## src/sv/qcd_pkg.sv

```systemverilog
// ----------------------------------------------------------------------------
// QPSK coherent demodulator package
// Widths, carrier tables and shared types for the demodulator datapath.
// ----------------------------------------------------------------------------
package qcd_pkg;

   localparam int SYMBOL_CYCLES = 4;
   localparam int SAMPLE_WIDTH  = 16;

   localparam int COEF_WIDTH   = 16;
   localparam int PHASE_WIDTH  = 3;
   localparam int SYMBOL_LEN   = 8 * SYMBOL_CYCLES;
   localparam int POS_WIDTH    = $clog2(SYMBOL_LEN);
   localparam int PROD_WIDTH   = SAMPLE_WIDTH + COEF_WIDTH;
   localparam int ACC_WIDTH    = PROD_WIDTH + POS_WIDTH;
   localparam int THRESH_WIDTH = 36;
   localparam int CMP_WIDTH    = (ACC_WIDTH > THRESH_WIDTH + 1) ? ACC_WIDTH : THRESH_WIDTH + 1;

   localparam logic [THRESH_WIDTH-1:0] THRESH_RESET = 36'd8503680911;
   localparam logic [POS_WIDTH-1:0]    POS_LAST     = POS_WIDTH'(SYMBOL_LEN - 1);

   typedef logic signed [SAMPLE_WIDTH-1:0] sample_type;
   typedef logic signed [COEF_WIDTH-1:0]   coef_type;
   typedef logic signed [PROD_WIDTH-1:0]   prod_type;
   typedef logic signed [ACC_WIDTH-1:0]    acc_type;
   typedef logic signed [CMP_WIDTH-1:0]    cmp_type;
   typedef logic [THRESH_WIDTH-1:0]        thresh_type;
   typedef logic [PHASE_WIDTH-1:0]         phase_type;
   typedef logic [POS_WIDTH-1:0]           pos_type;

   function automatic coef_type cos_coef(input phase_type phase);
      coef_type c;
      unique case (phase)
         3'd0: c = 16'sd32767;
         3'd1: c = 16'sd23170;
         3'd2: c = 16'sd0;
         3'd3: c = -16'sd23170;
         3'd4: c = -16'sd32768;
         3'd5: c = -16'sd23170;
         3'd6: c = 16'sd0;
         3'd7: c = 16'sd23170;
         default: c = 16'sd0;
      endcase
      return c;
   endfunction

   function automatic coef_type nsin_coef(input phase_type phase);
      coef_type c;
      unique case (phase)
         3'd0: c = 16'sd0;
         3'd1: c = -16'sd23170;
         3'd2: c = -16'sd32768;
         3'd3: c = -16'sd23170;
         3'd4: c = 16'sd0;
         3'd5: c = 16'sd23170;
         3'd6: c = 16'sd32767;
         3'd7: c = 16'sd23170;
         default: c = 16'sd0;
      endcase
      return c;
   endfunction

endpackage

```

## src/sv/qcd_req_if.sv

```systemverilog
// ----------------------------------------------------------------------------
// QPSK demodulator sample channel
// Valid/ready channel carrying one bandpass sample per transaction.
// ----------------------------------------------------------------------------
interface qcd_req_if import qcd_pkg::*; ();

   logic       valid;
   logic       ready;
   sample_type sample;

   modport source (output valid, output sample, input ready);
   modport sink   (input valid, input sample, output ready);

endinterface

```

## src/sv/qcd_rsp_if.sv

```systemverilog
// ----------------------------------------------------------------------------
// QPSK demodulator symbol channel
// Valid/ready channel carrying one decided symbol per transaction.
// ----------------------------------------------------------------------------
interface qcd_rsp_if import qcd_pkg::*; ();

   logic valid;
   logic ready;
   logic first_bit;
   logic second_bit;
   logic undetected;

   modport source (output valid, output first_bit, output second_bit, output undetected,
                   input ready);
   modport sink   (input valid, input first_bit, input second_bit, input undetected,
                   output ready);

endinterface

```

## src/sv/qpsk_coherent_demodulator_unit.sv

```systemverilog
// ----------------------------------------------------------------------------
// QPSK coherent demodulator, integrate and dump
// Mixes samples with cosine / negated-sine tables, integrates over a symbol
// and slices the two sums against the energy threshold.
// ----------------------------------------------------------------------------
// Throughput: one sample per clock unless the sample channel stalls; one
// symbol result per 8*SYMBOL_CYCLES samples. The result of a symbol passes
// the input, product, accumulate and slicer registers in turn.
// The sample channel stalls only while a finished symbol waits behind an
// unaccepted one. Reset is synchronous: pipeline and accumulators clear,
// threshold returns to its default.
// ----------------------------------------------------------------------------
module qpsk_coherent_demodulator_unit import qcd_pkg::*; (
   input  logic                    clock,
   input  logic                    reset,
   qcd_req_if.sink                 req_chan,
   qcd_rsp_if.source               rsp_chan,
   input  logic                    csr_write_enable,
   input  logic [THRESH_WIDTH-1:0] csr_write_data
);

   thresh_type thresh_ff;

   pos_type    pos_ff;
   logic       v1_ff;
   logic       last1_ff;
   phase_type  phase_ff;
   sample_type sample_ff;

   logic       v2_ff;
   logic       last2_ff;
   prod_type   prod_i_ff, prod_q_ff;

   acc_type    acc_i_ff, acc_q_ff;
   acc_type    sum_i_in, sum_q_in;
   logic       v3_ff;
   acc_type    final_i_ff, final_q_ff;

   logic       rsp_valid_ff;
   logic       rsp_first_ff, rsp_second_ff, rsp_undet_ff;

   logic       adv;
   logic       out_load;
   logic       req_take;
   cmp_type    si, sq, tpos, tneg;
   logic       ipos, ineg, qpos, qneg;
   logic       first_in, second_in, undet_in;

   assign adv      = !(v3_ff && rsp_valid_ff && !rsp_chan.ready);
   assign out_load = v3_ff && (!rsp_valid_ff || rsp_chan.ready);
   assign req_take = req_chan.valid && adv;

   assign req_chan.ready      = adv;
   assign rsp_chan.valid      = rsp_valid_ff;
   assign rsp_chan.first_bit  = rsp_first_ff;
   assign rsp_chan.second_bit = rsp_second_ff;
   assign rsp_chan.undetected = rsp_undet_ff;

   always_ff @(posedge clock) begin
      if (reset) begin
         thresh_ff <= THRESH_RESET;
      end else if (csr_write_enable) begin
         thresh_ff <= csr_write_data;
      end
   end

   // input register and symbol position
   always_ff @(posedge clock) begin
      if (reset) begin
         pos_ff <= '0;
         v1_ff  <= 1'b0;
      end else if (adv) begin
         v1_ff <= req_chan.valid;
         if (req_chan.valid) begin
            pos_ff <= (pos_ff == POS_LAST) ? '0 : pos_ff + 1'b1;
         end
      end
   end

   always_ff @(posedge clock) begin
      if (req_take) begin
         sample_ff <= req_chan.sample;
         phase_ff  <= pos_ff[PHASE_WIDTH-1:0];
         last1_ff  <= (pos_ff == POS_LAST);
      end
   end

   // mixer products
   always_ff @(posedge clock) begin
      if (reset) begin
         v2_ff <= 1'b0;
      end else if (adv) begin
         v2_ff <= v1_ff;
      end
   end

   always_ff @(posedge clock) begin
      if (adv && v1_ff) begin
         prod_i_ff <= PROD_WIDTH'(sample_ff) * PROD_WIDTH'(cos_coef(phase_ff));
         prod_q_ff <= PROD_WIDTH'(sample_ff) * PROD_WIDTH'(nsin_coef(phase_ff));
         last2_ff  <= last1_ff;
      end
   end

   // integrate and dump
   assign sum_i_in = acc_i_ff + ACC_WIDTH'(prod_i_ff);
   assign sum_q_in = acc_q_ff + ACC_WIDTH'(prod_q_ff);

   always_ff @(posedge clock) begin
      if (reset) begin
         acc_i_ff <= '0;
         acc_q_ff <= '0;
         v3_ff    <= 1'b0;
      end else if (adv) begin
         v3_ff <= v2_ff && last2_ff;
         if (v2_ff) begin
            if (last2_ff) begin
               acc_i_ff <= '0;
               acc_q_ff <= '0;
            end else begin
               acc_i_ff <= sum_i_in;
               acc_q_ff <= sum_q_in;
            end
         end
      end
   end

   always_ff @(posedge clock) begin
      if (adv && v2_ff && last2_ff) begin
         final_i_ff <= sum_i_in;
         final_q_ff <= sum_q_in;
      end
   end

   // slicer
   always_comb begin
      si   = CMP_WIDTH'(final_i_ff);
      sq   = CMP_WIDTH'(final_q_ff);
      tpos = cmp_type'({1'b0, thresh_ff});
      tneg = -tpos;
      ipos = si > tpos;
      ineg = si < tneg;
      qpos = sq > tpos;
      qneg = sq < tneg;
      first_in  = 1'b0;
      second_in = 1'b0;
      undet_in  = 1'b0;
      priority if (ipos && qpos) begin
         first_in  = 1'b0;
         second_in = 1'b0;
      end else if (ipos && qneg) begin
         first_in  = 1'b1;
         second_in = 1'b1;
      end else if (ineg && qpos) begin
         first_in  = 1'b0;
         second_in = 1'b1;
      end else if (ineg && qneg) begin
         first_in  = 1'b1;
         second_in = 1'b0;
      end else begin
         undet_in  = 1'b1;
      end
   end

   always_ff @(posedge clock) begin
      if (reset) begin
         rsp_valid_ff <= 1'b0;
      end else if (out_load) begin
         rsp_valid_ff <= 1'b1;
      end else if (rsp_chan.ready) begin
         rsp_valid_ff <= 1'b0;
      end
   end

   always_ff @(posedge clock) begin
      if (out_load) begin
         rsp_first_ff  <= first_in;
         rsp_second_ff <= second_in;
         rsp_undet_ff  <= undet_in;
      end
   end

   // checks
   a_stall_cause: assert property (@(posedge clock) disable iff (reset)
      !req_chan.ready |-> (v3_ff && rsp_valid_ff))
      else $error("sample channel stalled without a blocked symbol");

   a_pos_wrap: assert property (@(posedge clock) disable iff (reset)
      (req_take && pos_ff == POS_LAST) |=> (pos_ff == '0))
      else $error("symbol position did not wrap");

   a_dump_clear: assert property (@(posedge clock) disable iff (reset)
      (adv && v2_ff && last2_ff) |=> (acc_i_ff == '0 && acc_q_ff == '0 && v3_ff))
      else $error("accumulators not dumped at symbol end");

   a_undet_bits: assert property (@(posedge clock) disable iff (reset)
      (rsp_valid_ff && rsp_undet_ff) |-> (!rsp_first_ff && !rsp_second_ff))
      else $error("undetected symbol carries bits");

endmodule

```

## src/flat_wrapper.sv

```systemverilog
// flat-port wrapper written by rule: the top's interface ports become plain ports
module qpsk_coherent_demodulator_unit_flat import qcd_pkg::*;
  (clock, reset, csr_write_enable, csr_write_data, req_chan_valid, req_chan_sample, req_chan_ready, rsp_chan_valid, rsp_chan_first_bit, rsp_chan_second_bit, rsp_chan_undetected, rsp_chan_ready);
  qcd_req_if req_chan_i ();
  qcd_rsp_if rsp_chan_i ();
  input  logic clock;
  input  logic reset;
  input  logic csr_write_enable;
  input  logic [THRESH_WIDTH-1:0] csr_write_data;
  input wire logic [$bits(req_chan_i.valid)-1:0] req_chan_valid;
  input wire logic [$bits(req_chan_i.sample)-1:0] req_chan_sample;
  output wire logic [$bits(req_chan_i.ready)-1:0] req_chan_ready;
  output wire logic [$bits(rsp_chan_i.valid)-1:0] rsp_chan_valid;
  output wire logic [$bits(rsp_chan_i.first_bit)-1:0] rsp_chan_first_bit;
  output wire logic [$bits(rsp_chan_i.second_bit)-1:0] rsp_chan_second_bit;
  output wire logic [$bits(rsp_chan_i.undetected)-1:0] rsp_chan_undetected;
  input wire logic [$bits(rsp_chan_i.ready)-1:0] rsp_chan_ready;
  assign req_chan_i.valid = req_chan_valid;
  assign req_chan_i.sample = req_chan_sample;
  assign req_chan_ready = req_chan_i.ready;
  assign rsp_chan_valid = rsp_chan_i.valid;
  assign rsp_chan_first_bit = rsp_chan_i.first_bit;
  assign rsp_chan_second_bit = rsp_chan_i.second_bit;
  assign rsp_chan_undetected = rsp_chan_i.undetected;
  assign rsp_chan_i.ready = rsp_chan_ready;
  qpsk_coherent_demodulator_unit u_core (.clock(clock), .reset(reset), .req_chan(req_chan_i), .rsp_chan(rsp_chan_i), .csr_write_enable(csr_write_enable), .csr_write_data(csr_write_data));
endmodule
```

## config.mk

```make
export PLATFORM = sky130hd
export DESIGN_NAME = qpsk_coherent_demodulator_unit_flat
export DESIGN_NICKNAME = d
export VERILOG_FILES = /design/src/sv/qcd_pkg.sv /design/src/sv/qcd_req_if.sv /design/src/sv/qcd_rsp_if.sv /design/src/sv/qpsk_coherent_demodulator_unit.sv /design/src/flat_wrapper.sv
export SDC_FILE = /design/constraint.sdc
export NUM_CORES = 2
export LEC_CHECK = 0
export BUFFER_PORTS_ARGS = -buffer_cell sky130_fd_sc_hd__clkbuf_2
export CAP_MARGIN = 10
export CORE_MARGIN = 1.5
export CORE_UTILIZATION = 45
export CTS_CLUSTER_SIZE = 10
export DETAILED_ROUTE_END_ITERATION = 7
export GPL_TIMING_DRIVEN = 0
export PLACE_DENSITY = 0.7
export SYNTH_ARGS = -nofsm -noshare
export SYNTH_HDL_FRONTEND = slang
export SYNTH_SLANG_ARGS = --single-unit
```

## constraint.sdc

```tcl
create_clock -name clock -period 13.55 [get_ports clock]
set_clock_uncertainty 0.2 [all_clocks]
set_input_delay 3.3875 -clock clock [delete_from_list [all_inputs] [get_ports clock]]
set_output_delay 3.3875 -clock clock [all_outputs]
set_load 0.05 [all_outputs]
```

==> results.py <==
metrics = {
    "run_status": {
        "outcome": "completed",
    },
    "clocking": {
        "root_buffer": "clkbuf_16",
        "clk_latency_ps": 560,
        "clock_path_buffers": 3,
        "cts.clk_slew.worst_paths_ps": 50,
        "cts_sinks": 291,
        "post_cts_resize_count": 0,
        "cts_tree": "done",
        "h-tree-depth": 2,
        "cts_buffers": 37,
        "postCtsSetupBuffers": 0,
        "ctsHoldBuffers": 0,
    },
    "sta": {
        "tightest_slew_ps": 972,
        "slew_headroom": 0.334,
        "setup_viol": 0,
        "finalSetupTns_ps": 0,
        "finalHoldViolations": 0,
        "slew_viol_final": 0,
        "rsz0062_at_grt": "no",
        "fin_crit_ps": 8130,
        "max_freq_mhz": 123,
        "period_share": 0.600,
    },
    "synthesis": {
        "ys.warnings.count": 0,
        "synth_nets": 4341,
        "synth_cell_types": 92,
        "synth-seq-cells": 291,
        "synth_area_sq_um": 34300,
        "ys.flop_type": "edfxtp_1",
        "synthArstFlopShare": 0,
        "synth-edff-count": 162,
        "synth_top_cell_by_area": "fa_1",
        "synth.top_cell.area_share": 0.278,
        "netlist_top_cells_area": "fa_1 28%, ha_1 15%, edfxtp_1 14%, dfxtp_1 7.5%, inv_1 6.7%",
        "seq_area_frac_synth": 0.217,
        "syn_inst": 3396,
        "avgSynthCellArea_sq_um": 10.1,
    },
    "global_route": {
        "use_met2": 0.356,
        "grt_use_met3": 0.0298,
        "grt.total_usage": 0.213,
        "grt.met1_usage": 0.283,
        "grt_max_degree": 67,
        "grt_pass1_vias": 24900,
        "antenna_found_initial": 0,
        "grt.overflow.total": 0,
        "grt_pass1_wl_mm": 131,
        "grt_busiest_layer": "met2",
    },
    "routing": {
        "totalWireLength_mm": 81.3,
        "drc": 0,
        "dr.pass1.iters": 7,
        "via_per_inst": 5.29,
        "drtIter0Drc": 1470,
        "detail-route-antenna-nets": 0,
        "vias": 23800,
        "wl_per_cell_um": 18.0,
    },
    "die": {
        "die_x_um": 279,
        "start_util": 0.453,
        "coreArea_sq_um": 75700,
        "die_area_sq_um": 77900,
        "rows": 101,
        "ioPinCount": 62,
        "die_h_um": 279,
    },
    "finish": {
        "mostFrequentLayoutCells": "611 x inv_1, 476 x fa_1, 412 x ha_1",
        "multi_input_area_sq_um": 24200,
        "ff_latch_area_sq_um": 7450,
        "layout.nets": 4441,
        "syn2layout_area_growth_pct": 7.93,
        "fill_cells": 6936,
        "final_common_cell": "inv_1",
        "drive_above_1_share": 0.0451,
    },
    "worst_setup_path": {
        "reg2reg_depth": 23,
        "end_kind": "primary output",
        "start_kind": "input pin",
        "crit_path_start": "rsp_chan_ready",
        "crit_type": "input pin to primary output",
        "critical_path_arrival_ps": 4540,
        "required_ps": 9960,
        "reg2reg_slack_ps": 5510,
        "worst-path-max-fanout": 7,
        "r2r-end": "u_core.prod_q_ff[30]",
    },
    "flow_run": {
        "max-cap-violations": 0,
    },
    "place": {
        "hpwl_mm": 68.8,
        "portBuffers": 60,
        "gp_congestion": 0.933,
    },
    "hold_path": {
        "hp-start": "u_core.last1_ff",
        "hold_class": "flip-flop to flip-flop",
        "holdPathStages": 0,
        "worstHoldEndpoint": "u_core.last2_ff",
    },
}
cell usage after synthesis (all sizes together) (33+ instances only):
cell,count
xor2,52
nand2,185
xnor2,147
fa,476
inv,613
a21oi,136
o21ai,96
edfxtp,162
nand4,38
ha,412
nand3,34
o211ai,33
and2,81
clkbuf,73
dfxtp,129
nor2,190
a21o,100
a22oi,39
cell type report:
class,instances,share of cell area
clock inverter,8,0.00321
clock buffer,59,0.0284
antenna,2,0.000135
timing repair buffer,61,0.00865
multi-input combinational,2406,0.653
inverter,613,0.0622
buffer,86,0.00997
tap,978,0.0331
sequential,291,0.201
routing by layer:
layer | vias to the layer above | wire length [um]
li1 | 11500 | -
met1 | 11600 | 36700
met2 | 562 | 37800
met3 | 122 | 3920
met4 | 0 | 2850
met5 | - | 0
through the flow:
step	hold slack (ps)	utilization	area, sq um	setup WS [ps]	cells
CTS	221	0.489	37000	5420	4502
floorplan	200	-	34300	5950	3396
finish	219	0.489	37000	5420	4504
global placement	205	0.473	35800	5470	4434
detailed placement	208	0.473	35800	5450	4435
global route	224	0.489	37000	5100	4502
worst max-delay path by stage:
stage / depth (start not counted) / endpoint
after floorplan: 2 / req_chan_ready
after global placement: 4 / req_chan_ready
after detailed placement: 4 / req_chan_ready
after CTS: 4 / req_chan_ready
after global routing: 25 / u_core.prod_q_ff[30]
final: 4 / req_chan_ready
cell families after synthesis:
| group | Yosys count | share of synthesized area |
|---|---|---|
| XOR/XNOR | 199 | 0.0510 |
| adder cells (fa/ha/maj) | 890 | 0.429 |
| AO/OA/AOI/OAI | 608 | 0.122 |
| multiplexers | 21 | 0.00617 |
| buffers and inverters | 699 | 0.0779 |
| flip-flops | 291 | 0.217 |
| AND/OR/NAND/NOR | 688 | 0.0970 |
worst max-delay path: stages:
cell and delay (ps):
clkbuf_2 80, nor2b_1 410, nand2_1 320, clkbuf_2 320
flip-flops by register name, summed over array words and instances (netlist names), named ones only:
| name | flops |
|---|---|
| u_core.v1_ff | 1 |
| u_core.v2_ff | 1 |
| u_core.sample_ff | 16 |
| u_core.last2_ff | 1 |
| u_core.pos_ff | 5 |
| u_core.rsp_chan.undetected | 1 |
| u_core.phase_ff | 3 |
| u_core.rsp_chan.first_bit | 1 |
| u_core.thresh_ff | 36 |
| u_core.final_q_ff | 37 |
| u_core.acc_i_ff | 37 |
| u_core.final_i_ff | 37 |
| u_core.rsp_chan.second_bit | 1 |
| u_core.acc_q_ff | 37 |
| u_core.rsp_chan.valid | 1 |
| u_core.prod_i_ff | 32 |
| u_core.prod_q_ff | 32 |
| u_core.v3_ff | 1 |
| u_core.last1_ff | 1 |
Power is not shown: default switching activity piles up to over one toggle a cycle in this logic, so the estimate is an artifact.
